### config.mk
export PLATFORM = sky130hd
export DESIGN_NAME = gmac_ghash_tag_engine
export DESIGN_NICKNAME = d
export VERILOG_FILES = /design/src/ggte_pkg.sv /design/src/gmac_ghash_tag_engine.sv
export SDC_FILE = /design/constraint.sdc
export NUM_CORES = 2
export LEC_CHECK = 0
export ABC_AREA = 1
export BUFFER_PORTS_ARGS = -buffer_cell sky130_fd_sc_hd__buf_2
export CAP_MARGIN = 20
export CORE_AREA = 2 2 340 342
export CTS_CLUSTER_DIAMETER = 40
export DETAILED_ROUTE_END_ITERATION = 8
export DIE_AREA = 0 0 342 344
export PLACE_DENSITY_LB_ADDON = 0.05
export SLEW_MARGIN = 10
export SYNTH_ARGS = -nofsm -noshare
export SYNTH_HDL_FRONTEND = slang
export SYNTH_SLANG_ARGS = --single-unit
### constraint.sdc
create_clock -name clk -period 9.5 [get_ports clk]
set_input_delay 0.475 -clock clk [delete_from_list [all_inputs] [get_ports clk]]
set_output_delay 0.475 -clock clk [all_outputs]
set_load 0.02 [all_outputs]
### src/ggte_pkg.sv
`timescale 1ns / 1ps

package ggte_pkg;

    // Register map of the configuration port
    localparam logic [2:0] REG_HASH_KEY_HIGH = 3'd0;
    localparam logic [2:0] REG_HASH_KEY_LOW  = 3'd1;
    localparam logic [2:0] REG_MASK_HIGH     = 3'd2;
    localparam logic [2:0] REG_MASK_LOW      = 3'd3;
    localparam logic [2:0] REG_TAG_BYTES     = 3'd4;

    localparam int          BLOCK_BYTES   = 16;
    localparam logic [7:0]  GF_POLY       = 8'hE1;
    localparam logic [4:0]  TAG_BYTES_MIN = 5'd4;
    localparam logic [4:0]  TAG_BYTES_MAX = 5'd16;

    typedef enum logic [2:0] {
        ST_IDLE,
        ST_PAD,
        ST_LOAD,
        ST_LEN,
        ST_MUL
    } state_t;

    // Multiply by x in GCM bit order: shift toward the low end, fold the dropped bit
    function automatic logic [127:0] gf_mulx(input logic [127:0] v);
        logic [127:0] r;
        r = v >> 1;
        if (v[0])
        begin
            r[127:120] = r[127:120] ^ GF_POLY;
        end
        return r;
    endfunction

    function automatic logic [127:0] gf_mulx8(input logic [127:0] v);
        logic [127:0] r;
        r = v;
        for (int i = 0; i < 8; i++)
        begin
            r = gf_mulx(r);
        end
        return r;
    endfunction

endpackage

### src/gmac_ghash_tag_engine.sv
`timescale 1ns / 1ps

// Channel   | Dir | Word                         | Side bits
// s_axis    | in  | tdata[7:0] = data_byte       | tuser[0] = has_byte, tlast = final_item
// m_axis    | out | tdata[63:0] = tag_word       | tuser[0] = word_index, tlast = last_word
// cfg       | in  | cfg_data = register value    | cfg_we, cfg_index selects the register
//
// A message byte is taken in the idle state; each completed 16-byte block adds a load step and
// a pass through the byte-digit GF(2^128) multiplier, which sets the sustained rate.
// A final word adds zero padding of a partial block and the length block multiply, then the two
// tag words leave through an output register; the next message may start meanwhile.
// Reset clears the hash state and sets tag_bytes to 16. The input stalls while a
// multiply runs; a stalled output only holds the next length block from starting.
module gmac_ghash_tag_engine
    import ggte_pkg::*;
(
    input  logic        clk,
    input  logic        rst_n,

    input  logic        s_axis_tvalid,
    output logic        s_axis_tready,
    input  logic [7:0]  s_axis_tdata,   // [7:0] data_byte
    input  logic [0:0]  s_axis_tuser,   // [0] has_byte
    input  logic        s_axis_tlast,

    output logic        m_axis_tvalid,
    input  logic        m_axis_tready,
    output logic [63:0] m_axis_tdata,   // [63:0] tag_word
    output logic [0:0]  m_axis_tuser,   // [0] word_index
    output logic        m_axis_tlast,

    input  logic        cfg_we,
    input  logic [2:0]  cfg_index,
    input  logic [63:0] cfg_data
);

    state_t         state_reg, state_next;
    logic [127:0]   acc_reg, acc_next;
    logic [127:0]   blk_reg, blk_next;
    logic [127:0]   opnd_reg, opnd_next;
    logic [127:0]   tag_reg, tag_next;
    logic [3:0]     fill_reg, fill_next;
    logic [60:0]    total_reg, total_next;
    logic [3:0]     cnt_reg, cnt_next;
    logic           fin_pend_reg, fin_pend_next;
    logic           len_phase_reg, len_phase_next;
    logic           out_valid_reg, out_valid_next;
    logic           out_sel_reg, out_sel_next;

    logic [63:0]    hkey_high_reg, hkey_low_reg;
    logic [63:0]    mask_high_reg, mask_low_reg;
    logic [4:0]     tag_bytes_reg;

    logic           in_acc;
    logic           out_acc;
    logic [4:0]     fill_inc;
    logic           blk_full;
    logic           mul_done;
    logic [127:0]   hx [8];
    logic [127:0]   z_step;
    logic [4:0]     keep_n;
    logic [127:0]   keep;

    assign in_acc   = s_axis_tvalid && s_axis_tready;
    assign out_acc  = m_axis_tvalid && m_axis_tready;
    assign fill_inc = {1'b0, fill_reg} + {4'd0, s_axis_tuser[0]};
    assign blk_full = (fill_inc == 5'(BLOCK_BYTES));
    assign mul_done = (cnt_reg == 4'(BLOCK_BYTES - 1));

    // Configuration registers
    always_ff @(posedge clk or negedge rst_n)
    begin
        if (!rst_n)
        begin
            hkey_high_reg <= '0;
            hkey_low_reg  <= '0;
            mask_high_reg <= '0;
            mask_low_reg  <= '0;
            tag_bytes_reg <= TAG_BYTES_MAX;
        end
        else if (cfg_we)
        begin
            unique case (cfg_index)
                REG_HASH_KEY_HIGH: hkey_high_reg <= cfg_data;
                REG_HASH_KEY_LOW:  hkey_low_reg  <= cfg_data;
                REG_MASK_HIGH:     mask_high_reg <= cfg_data;
                REG_MASK_LOW:      mask_low_reg  <= cfg_data;
                REG_TAG_BYTES:     tag_bytes_reg <= cfg_data[4:0];
                default:           ;
            endcase
        end
    end

    // H times x^k for the eight bit positions of a digit
    always_comb
    begin
        hx[0] = {hkey_high_reg, hkey_low_reg};
        for (int k = 1; k < 8; k++)
        begin
            hx[k] = gf_mulx(hx[k-1]);
        end
    end

    // One Horner step: Z * x^8 plus the lowest operand byte times H
    always_comb
    begin
        z_step = gf_mulx8(acc_reg);
        for (int k = 0; k < 8; k++)
        begin
            if (opnd_reg[7-k])
            begin
                z_step = z_step ^ hx[k];
            end
        end
    end

    // Byte enables of the kept tag bytes, first tag byte at the top
    always_comb
    begin
        priority if (tag_bytes_reg < TAG_BYTES_MIN)
            keep_n = TAG_BYTES_MIN;
        else if (tag_bytes_reg > TAG_BYTES_MAX)
            keep_n = TAG_BYTES_MAX;
        else
            keep_n = tag_bytes_reg;
        for (int j = 0; j < BLOCK_BYTES; j++)
        begin
            keep[127 - 8*j -: 8] = (5'(j) < keep_n) ? 8'hFF : 8'h00;
        end
    end

    // Next state
    always_comb
    begin
        state_next = state_reg;
        unique case (state_reg)
            ST_IDLE:
            begin
                if (in_acc)
                begin
                    priority if (blk_full)
                        state_next = ST_LOAD;
                    else if (s_axis_tlast && (fill_inc != 5'd0))
                        state_next = ST_PAD;
                    else if (s_axis_tlast)
                        state_next = ST_LEN;
                end
            end
            ST_PAD:
            begin
                if (fill_reg == 4'(BLOCK_BYTES - 1))
                    state_next = ST_LOAD;
            end
            ST_LOAD:
            begin
                state_next = ST_MUL;
            end
            ST_LEN:
            begin
                if (!out_valid_reg)
                    state_next = ST_MUL;
            end
            ST_MUL:
            begin
                if (mul_done)
                begin
                    priority if (len_phase_reg)
                        state_next = ST_IDLE;
                    else if (fin_pend_reg)
                        state_next = ST_LEN;
                    else
                        state_next = ST_IDLE;
                end
            end
            default:
            begin
                state_next = ST_IDLE;
            end
        endcase
    end

    // Handshake outputs
    always_comb
    begin
        s_axis_tready = (state_reg == ST_IDLE);
        m_axis_tvalid = out_valid_reg;
        m_axis_tdata  = out_sel_reg ? tag_reg[63:0] : tag_reg[127:64];
        m_axis_tuser  = out_sel_reg;
        m_axis_tlast  = out_sel_reg;
    end

    // Datapath
    always_comb
    begin
        acc_next       = acc_reg;
        blk_next       = blk_reg;
        opnd_next      = opnd_reg;
        tag_next       = tag_reg;
        fill_next      = fill_reg;
        total_next     = total_reg;
        cnt_next       = cnt_reg;
        fin_pend_next  = fin_pend_reg;
        len_phase_next = len_phase_reg;
        out_valid_next = out_valid_reg;
        out_sel_next   = out_sel_reg;

        if (out_acc)
        begin
            if (out_sel_reg)
            begin
                out_valid_next = 1'b0;
                out_sel_next   = 1'b0;
            end
            else
            begin
                out_sel_next = 1'b1;
            end
        end

        unique case (state_reg)
            ST_IDLE:
            begin
                if (in_acc)
                begin
                    if (s_axis_tuser[0])
                    begin
                        blk_next   = {blk_reg[119:0], s_axis_tdata};
                        total_next = total_reg + 61'd1;
                    end
                    fill_next     = blk_full ? 4'd0 : fill_inc[3:0];
                    fin_pend_next = s_axis_tlast;
                end
            end
            ST_PAD:
            begin
                // pad the partial block with zero bytes, one per cycle
                blk_next  = {blk_reg[119:0], 8'h00};
                fill_next = fill_reg + 4'd1;
            end
            ST_LOAD:
            begin
                opnd_next      = acc_reg ^ blk_reg;
                acc_next       = '0;
                cnt_next       = '0;
                len_phase_next = 1'b0;
            end
            ST_LEN:
            begin
                if (!out_valid_reg)
                begin
                    opnd_next      = acc_reg ^ {total_reg, 3'b000, 64'd0};
                    acc_next       = '0;
                    cnt_next       = '0;
                    len_phase_next = 1'b1;
                end
            end
            ST_MUL:
            begin
                acc_next  = z_step;
                opnd_next = opnd_reg >> 8;
                cnt_next  = cnt_reg + 4'd1;
                if (mul_done && len_phase_reg)
                begin
                    tag_next       = (z_step ^ {mask_high_reg, mask_low_reg}) & keep;
                    out_valid_next = 1'b1;
                    out_sel_next   = 1'b0;
                    // drop the message state for the next run
                    acc_next       = '0;
                    total_next     = '0;
                    fin_pend_next  = 1'b0;
                    len_phase_next = 1'b0;
                end
            end
            default:
            begin
            end
        endcase
    end

    always_ff @(posedge clk or negedge rst_n)
    begin
        if (!rst_n)
        begin
            state_reg     <= ST_IDLE;
            acc_reg       <= '0;
            fill_reg      <= '0;
            total_reg     <= '0;
            cnt_reg       <= '0;
            fin_pend_reg  <= 1'b0;
            len_phase_reg <= 1'b0;
            out_valid_reg <= 1'b0;
            out_sel_reg   <= 1'b0;
        end
        else
        begin
            state_reg     <= state_next;
            acc_reg       <= acc_next;
            fill_reg      <= fill_next;
            total_reg     <= total_next;
            cnt_reg       <= cnt_next;
            fin_pend_reg  <= fin_pend_next;
            len_phase_reg <= len_phase_next;
            out_valid_reg <= out_valid_next;
            out_sel_reg   <= out_sel_next;
        end
    end

    always_ff @(posedge clk)
    begin
        blk_reg  <= blk_next;
        opnd_reg <= opnd_next;
        tag_reg  <= tag_next;
    end

`ifndef NO_ASSERTIONS
    a_tag_slot_free: assert property (@(posedge clk) disable iff (!rst_n)
        (state_reg == ST_MUL && mul_done && len_phase_reg) |-> !out_valid_reg)
        else $error("tag register loaded while previous tag still pending");

    a_block_aligned: assert property (@(posedge clk) disable iff (!rst_n)
        (state_reg == ST_MUL || state_reg == ST_LOAD) |-> (fill_reg == 4'd0))
        else $error("multiply running with a partly filled block");

    a_tag_drained: assert property (@(posedge clk) disable iff (!rst_n)
        (m_axis_tvalid && m_axis_tready && m_axis_tlast) |=> !m_axis_tvalid)
        else $error("new tag appeared right after the last tag word");
`endif

endmodule

# Word-level counts from Yosys, hierarchy flattened
# Index checks and enable logic that the tools add are counted.
[op_classes] addsub=4 order_cmp=18 n_eq_ne=18 n_mux=82 bitwise=27 reduce_logical=23
[op_table] cell="$mux W128" n=13
[op_table] cell="$xor A128 B128 Y128" n=11
[op_table] cell="$pmux W128 S3" n=2
[op_table] cell="$pmux W128 S2" n=1
[op_table] cell="$mux W8" n=31
[op_table] cell="$mux W61" n=3
[op_table] cell="$and A128 B128 Y128" n=1
[op_table] cell="$pmux W61 S2" n=1
[op_table] cell="$mux W64" n=1
[op_table] cell="$add A61 B1 Y61 const B" n=1
[op_table] cell="$not A3 Y4" n=15
[op_table] cell="$lt A4 B5 Y1 const A" n=8
[op_table] cell="$mux W3" n=7
[op_table] cell="$lt A3 B5 Y1 const A" n=4
[op_table] cell="$reduce_and A2 Y1" n=8
[op_table] cell="$pmux W3 S5" n=1
[op_table] cell="$eq A3 B2 Y1 const B" n=4
[op_table] cell="$mux W4" n=3
[op_table] cell="$pmux W4 S3" n=1
[op_table] cell="$mux W1" n=11
[op_table] cell="$lt A1 B5 Y1 const A" n=2
[op_table] cell="$lt A2 B5 Y1 const A" n=2
[op_table] cell="$mux W5" n=2
[op_table] cell="$reduce_and A3 Y1" n=3
[op_table] cell="other kinds (22)" n=36
[word_totals] register_bits=849 inputBits=82 output_inout_bits=68 elab_cells=189

# Logic depth before layout (Yosys ltp)
[logic_depth] ltp_word=34 mapped_depth=18

# Worst setup path before layout
# OpenSTA, ideal clock, no wires.
[synth_path] kind="register to register" from="reg state_reg[0]" to="reg acc_reg[38]" arrival_time_ns=4.812 required_ns=9.166 setup_slack_ns=4.354 stages_incl_launch_ff=8 path_buffers=1 period_less_slack_ns=5.146 path_cell_list="dfrtp_1 -> nor2_1 -> nand2_1 -> inv_2 -> o21ai_2 -> inv_1 -> clkbuf_1 -> o21ai_0"
[synth_via] elab_chain_cells=3 word_cells_on_any_way=7
[synth_rtl] element="from (decl)" line="gmac_ghash_tag_engine.sv:37" rtl="state_t state_reg, state_next;"
[synth_rtl] element="from (signal assigned)" line="gmac_ghash_tag_engine.sv:296" rtl="state_reg <= state_next;"
[synth_rtl] element="$eq A3 B2 Y1 or $eq A3 B3 Y1 (tied branches)" line="gmac_ghash_tag_engine.sv:220" rtl="unique case (state_reg)"
[synth_rtl] element="$ne A2 B2 Y1 (no source line) or $reduce_bool A3 Y1 (tied branches)"
[synth_rtl] element="$reduce_and A2 Y1 (no source line)"
[synth_rtl] element="to (signal assigned)" line="gmac_ghash_tag_engine.sv:297" rtl="acc_reg <= acc_next;"
[synth_rtl] element="to (decl)" line="gmac_ghash_tag_engine.sv:38" rtl="logic [127:0] acc_reg, acc_next;"
# Parallel ways exist; a longest one is shown, timed or not.
# A chain may end at the register's enable or synchronous reset.

# Worst setup path after layout
[layout_path] from="reg state_reg[0]" to="reg opnd_reg[68] (enable)"
[layout_via] elab_chain_cells=3 word_cells_on_any_way=6
[layout_rtl] element="$eq A3 B2 Y1 or $eq A3 B3 Y1 (tied branches)" line="gmac_ghash_tag_engine.sv:220"
[layout_rtl] element="$ne A2 B2 Y1 (no source line) or $reduce_bool A3 Y1 (tied branches)"
[layout_rtl] element="$reduce_and A2 Y1 (no source line) *"
[layout_rtl] element="to (signal assigned)" line="gmac_ghash_tag_engine.sv:311" rtl="opnd_reg <= opnd_next;"
[layout_rtl] element="to (decl)" line="gmac_ghash_tag_engine.sv:40" rtl="logic [127:0] opnd_reg, opnd_next;"
# Mark *: on every way between the ends. The rest lies on a longest branch, timed or not.

==> run_results.csv <==
group,metric,value,unit
run_status,status,"completed",
placed_design,pre_cts_slack,5.88,ns
worst_hold_path,whs_path_depth,3,
sta,tightest_slew,1.07,ns
power,total_power,25.2,mW
clock_network,clock-sinks,849,
synth,synth_top_area_frac,0.214,
clock_network,htreeDepth,4,
sta,fin_skew,0.0277,ns
critical_path,critPathBufInv,5,
global_routing,grt_max_degree,132,
critical_path,crit-reg2reg-launch,"state_reg[0]",
critical_path,crit_fanout,75,
routing,post_drt_wl_per_cell,21.1,µm
die,rows,124,
power,ir_worst_vdd,308,µV
synth,ys_seq_area_frac,0.426,
synth,synth.avg_cell_area,7.54,µm²
die,core_area,114000,µm²
die,start_util,0.477,
clock_network,clk_pin_slew_worst_paths,0.06,ns
synth,synthDistinctLibCells,44,
routing,wl,185,mm
sta,slew_headroom,0.287,
routing,drcViolationCount,0,
die,ios,150,
critical_path,path_delay_family,"buffers and inverters",
worst_hold_path,hold_start,"cfg_data[11]",
worst_hold_path,hold_end,"hkey_low_reg[11]",
placed_design,place_area,55800,µm²
placed_design,place.gp.congestion,0.929,
critical_path,arrival,4.09,ns
sta,maxSlewViolCount,0,
sta,fin_ws,5.81,ns
sta,hold_viol_final,0,
synth,ys_warn_count,0,
global_routing,overflow,0,
clock_network,root_buffer,"clkbuf_16",
critical_path,r2r_cells,8,
layout,seq_area,23200,µm²
power,power.density,412,nW/µm²
layout,num_antenna_cells,0,
layout,fin_area,61200,µm²
critical_path,crit_type,"reg -> reg",
placed_design,hpwl,129,mm
die,die_h,344,µm
routing,vias,46300,
routing,top_layer,"met4",
routing,via_per_inst,5.27,
sta,max_freq,271,MHz
routing,drtAntennaViolNets,0,
clock_network,numCtsBuffers,151,
synth,synth_seq_cells,849,
routing,routed-wl-met3,11.4,mm
critical_path,cpMostUsedCell,"buf_4",
power,power.leakage,28.4,nW
synth,synth_area,54400,µm²
routing,dr.pass1.iters,6,
routing,dr.first_iter.drc_count,4291,
critical_path,slowest_delay,0.79,ns
layout,syn2layout_area_growth,12.6,%
critical_path,startpoint_type,"flop",
critical_path,cp.required,9.90,ns
global_routing,grt_pass1_wl,279,mm
routing,wl_met1,83.0,mm
sta,finalCritPeriodShare,0.389,
die,die_w,342,µm
synth,yosysTopAreaCell,"dfrtp_1",
clock_network,insertion_delay,0.77,ns
critical_path,path_cells,"nor2_1 > nand2_1 > buf_4 > inv_4 > o21ai_4 > inv_6 > buf_4 > buf_4",
synth,synthTopCellsByArea,"dfrtp_1 21%, edfxtp_1 21%, nand2_1 21%, xor2_1 13%, inv_1 4.2%",
layout,layout_commonest_cell,"nand2_1",
global_routing,grt_pass1_vias,43200,
synth,syn_inst,7207,
critical_path,reg2reg_to,"opnd_reg[68]",
layout,final_nets,7242,
critical_path,crit_path_end_kind,"flop",
sta,report.final.setup_viol,0,
critical_path,path_depth,8,
critical_path,cpMaxStageDelayCell,"buf_4",
die,die_area,118000,µm²
clock_network,clockBufferDepth,3,
global_routing,grtUsageTotal,0.315,
layout,layout-drive-gt1-share,0.0667,
sta,whs,0.0355,ns
routing,met2_length,83.5,mm
sta,min_period,3.69,ns
sta,rsz0062_at_grt,"no",
clock_network,cts_tree,"done",
sta,fin_tns_setup,0,ns
placed_design,portBuffers,149,
worst_hold_path,holdCritPathClass,"in -> reg",
clock_network,cts_resized,0,
clock_network,post_cts_buffers,0,
global_routing,antenna_found_initial,0,
synth,syn_nets,7294,
critical_path,r2r_setup_slack,5.81,ns
layout,final_cell_mix,"3,060 x nand2_1, 800 x xor2_1, 604 x inv_1, 463 x dfrtp_1, 384 x edfxtp_1",
layout,multi_input_area,27200,µm²
run,cap_violations,0,
layout,fillers,10900,
==> worst reg2reg max path: cells and delay by family (launching register included) <==
family,cells,cell delay [ns]
compound gates,1,0.11
buf+inv,5,2.52
simple gates,2,0.24
flops,1,0.43
==> report_power, final <==
group | leakage, nW | internal (mW) | total, mW | switching (mW)
Sequential | 9.49 | 5.46 | 7.23 | 1.77
Combinational | 16.3 | 4.05 | 12.2 | 8.19
Clock | 2.60 | 3.66 | 5.73 | 2.07
Total | 28.4 | 13.2 | 25.2 | 12.0
==> per-stage QoR <==
stage | utilization | cells
2_1_floorplan | - | 7207
3_3_place_gp | 0.490 | 8500
3_5_place_dp | 0.490 | 8502
4_1_cts | 0.538 | 8797
5_1_grt | 0.538 | 8797
6_report | 0.538 | 8797
==> metal layers <==
| layer | global-route usage | vias to the layer above |
|---|---|---|
| met1 | 0.441 | 22100 |
| met4 | 0.128 | 0 |
| met5 | 0 | - |
| li1 | - | 22300 |
| met3 | 0.0446 | 337 |
| met2 | 0.494 | 1533 |
==> final cells by class <==
| type | instances | share of cell area |
|---|---|---|
| Multi-Input combinational cell | 5333 | 0.445 |
| Tap cell | 1512 | 0.0309 |
| Clock buffer | 188 | 0.0672 |
| Timing Repair Buffer | 210 | 0.0211 |
| Sequential cell | 849 | 0.378 |
| Inverter | 610 | 0.0376 |
| Clock inverter | 95 | 0.0201 |
==> worst max path at each step <==
| stage | startpoint | end | slack, ns |
|---|---|---|---|
| global placement | state_reg[0] | opnd_reg[69] | 5.88 |
| floorplan | state_reg[0] | acc_reg[38] | 4.35 |
| finish | state_reg[0] | opnd_reg[68] | 5.81 |
| global route | state_reg[0] | opnd_reg[69] | 5.66 |
| CTS | m_axis_tlast | m_axis_tdata[13] | 5.77 |
| detailed placement | state_reg[0] | opnd_reg[69] | 5.88 |
==> kinds of logic after synthesis <==
logic type / Yosys count / synth area share
xor+xnor: 1029 / 0.169
simple gates: 3759 / 0.272
flops: 849 / 0.426
fa+ha+maj: 5 / 0.00115
buf+inv: 1025 / 0.0745
compound gates: 540 / 0.0565
==> synth_stat cells (all sizes together) <==
master,count
nand4,48
a21boi,2
buf,147
a22o,1
a31oi,1
xnor2,216
nor2,285
nand3,271
o21ai,360
o21bai,1
dfstp,1
o31ai,29
clkbuf,268
o22ai,1
ha,5
dfrtp,464
nor3b,1
nand2b,3
nor3,42
or2,16
xor3,13
xor2,800
o211ai,92
inv,608
nand3b,29
edfxtp,384
clkinv,2
a21oi,42
a32o,9
a211oi,1
nand2,3064
o2111ai,1
==> repair_timing <==
| item | CTS | global route |
|---|---|---|
| hold buffers | 12 | 0 |
| endpoints found under the setup margin | 0 | 0 |
| hold endpoints to repair | 99 | 0 |
Power figures use the tool's default switching activity.
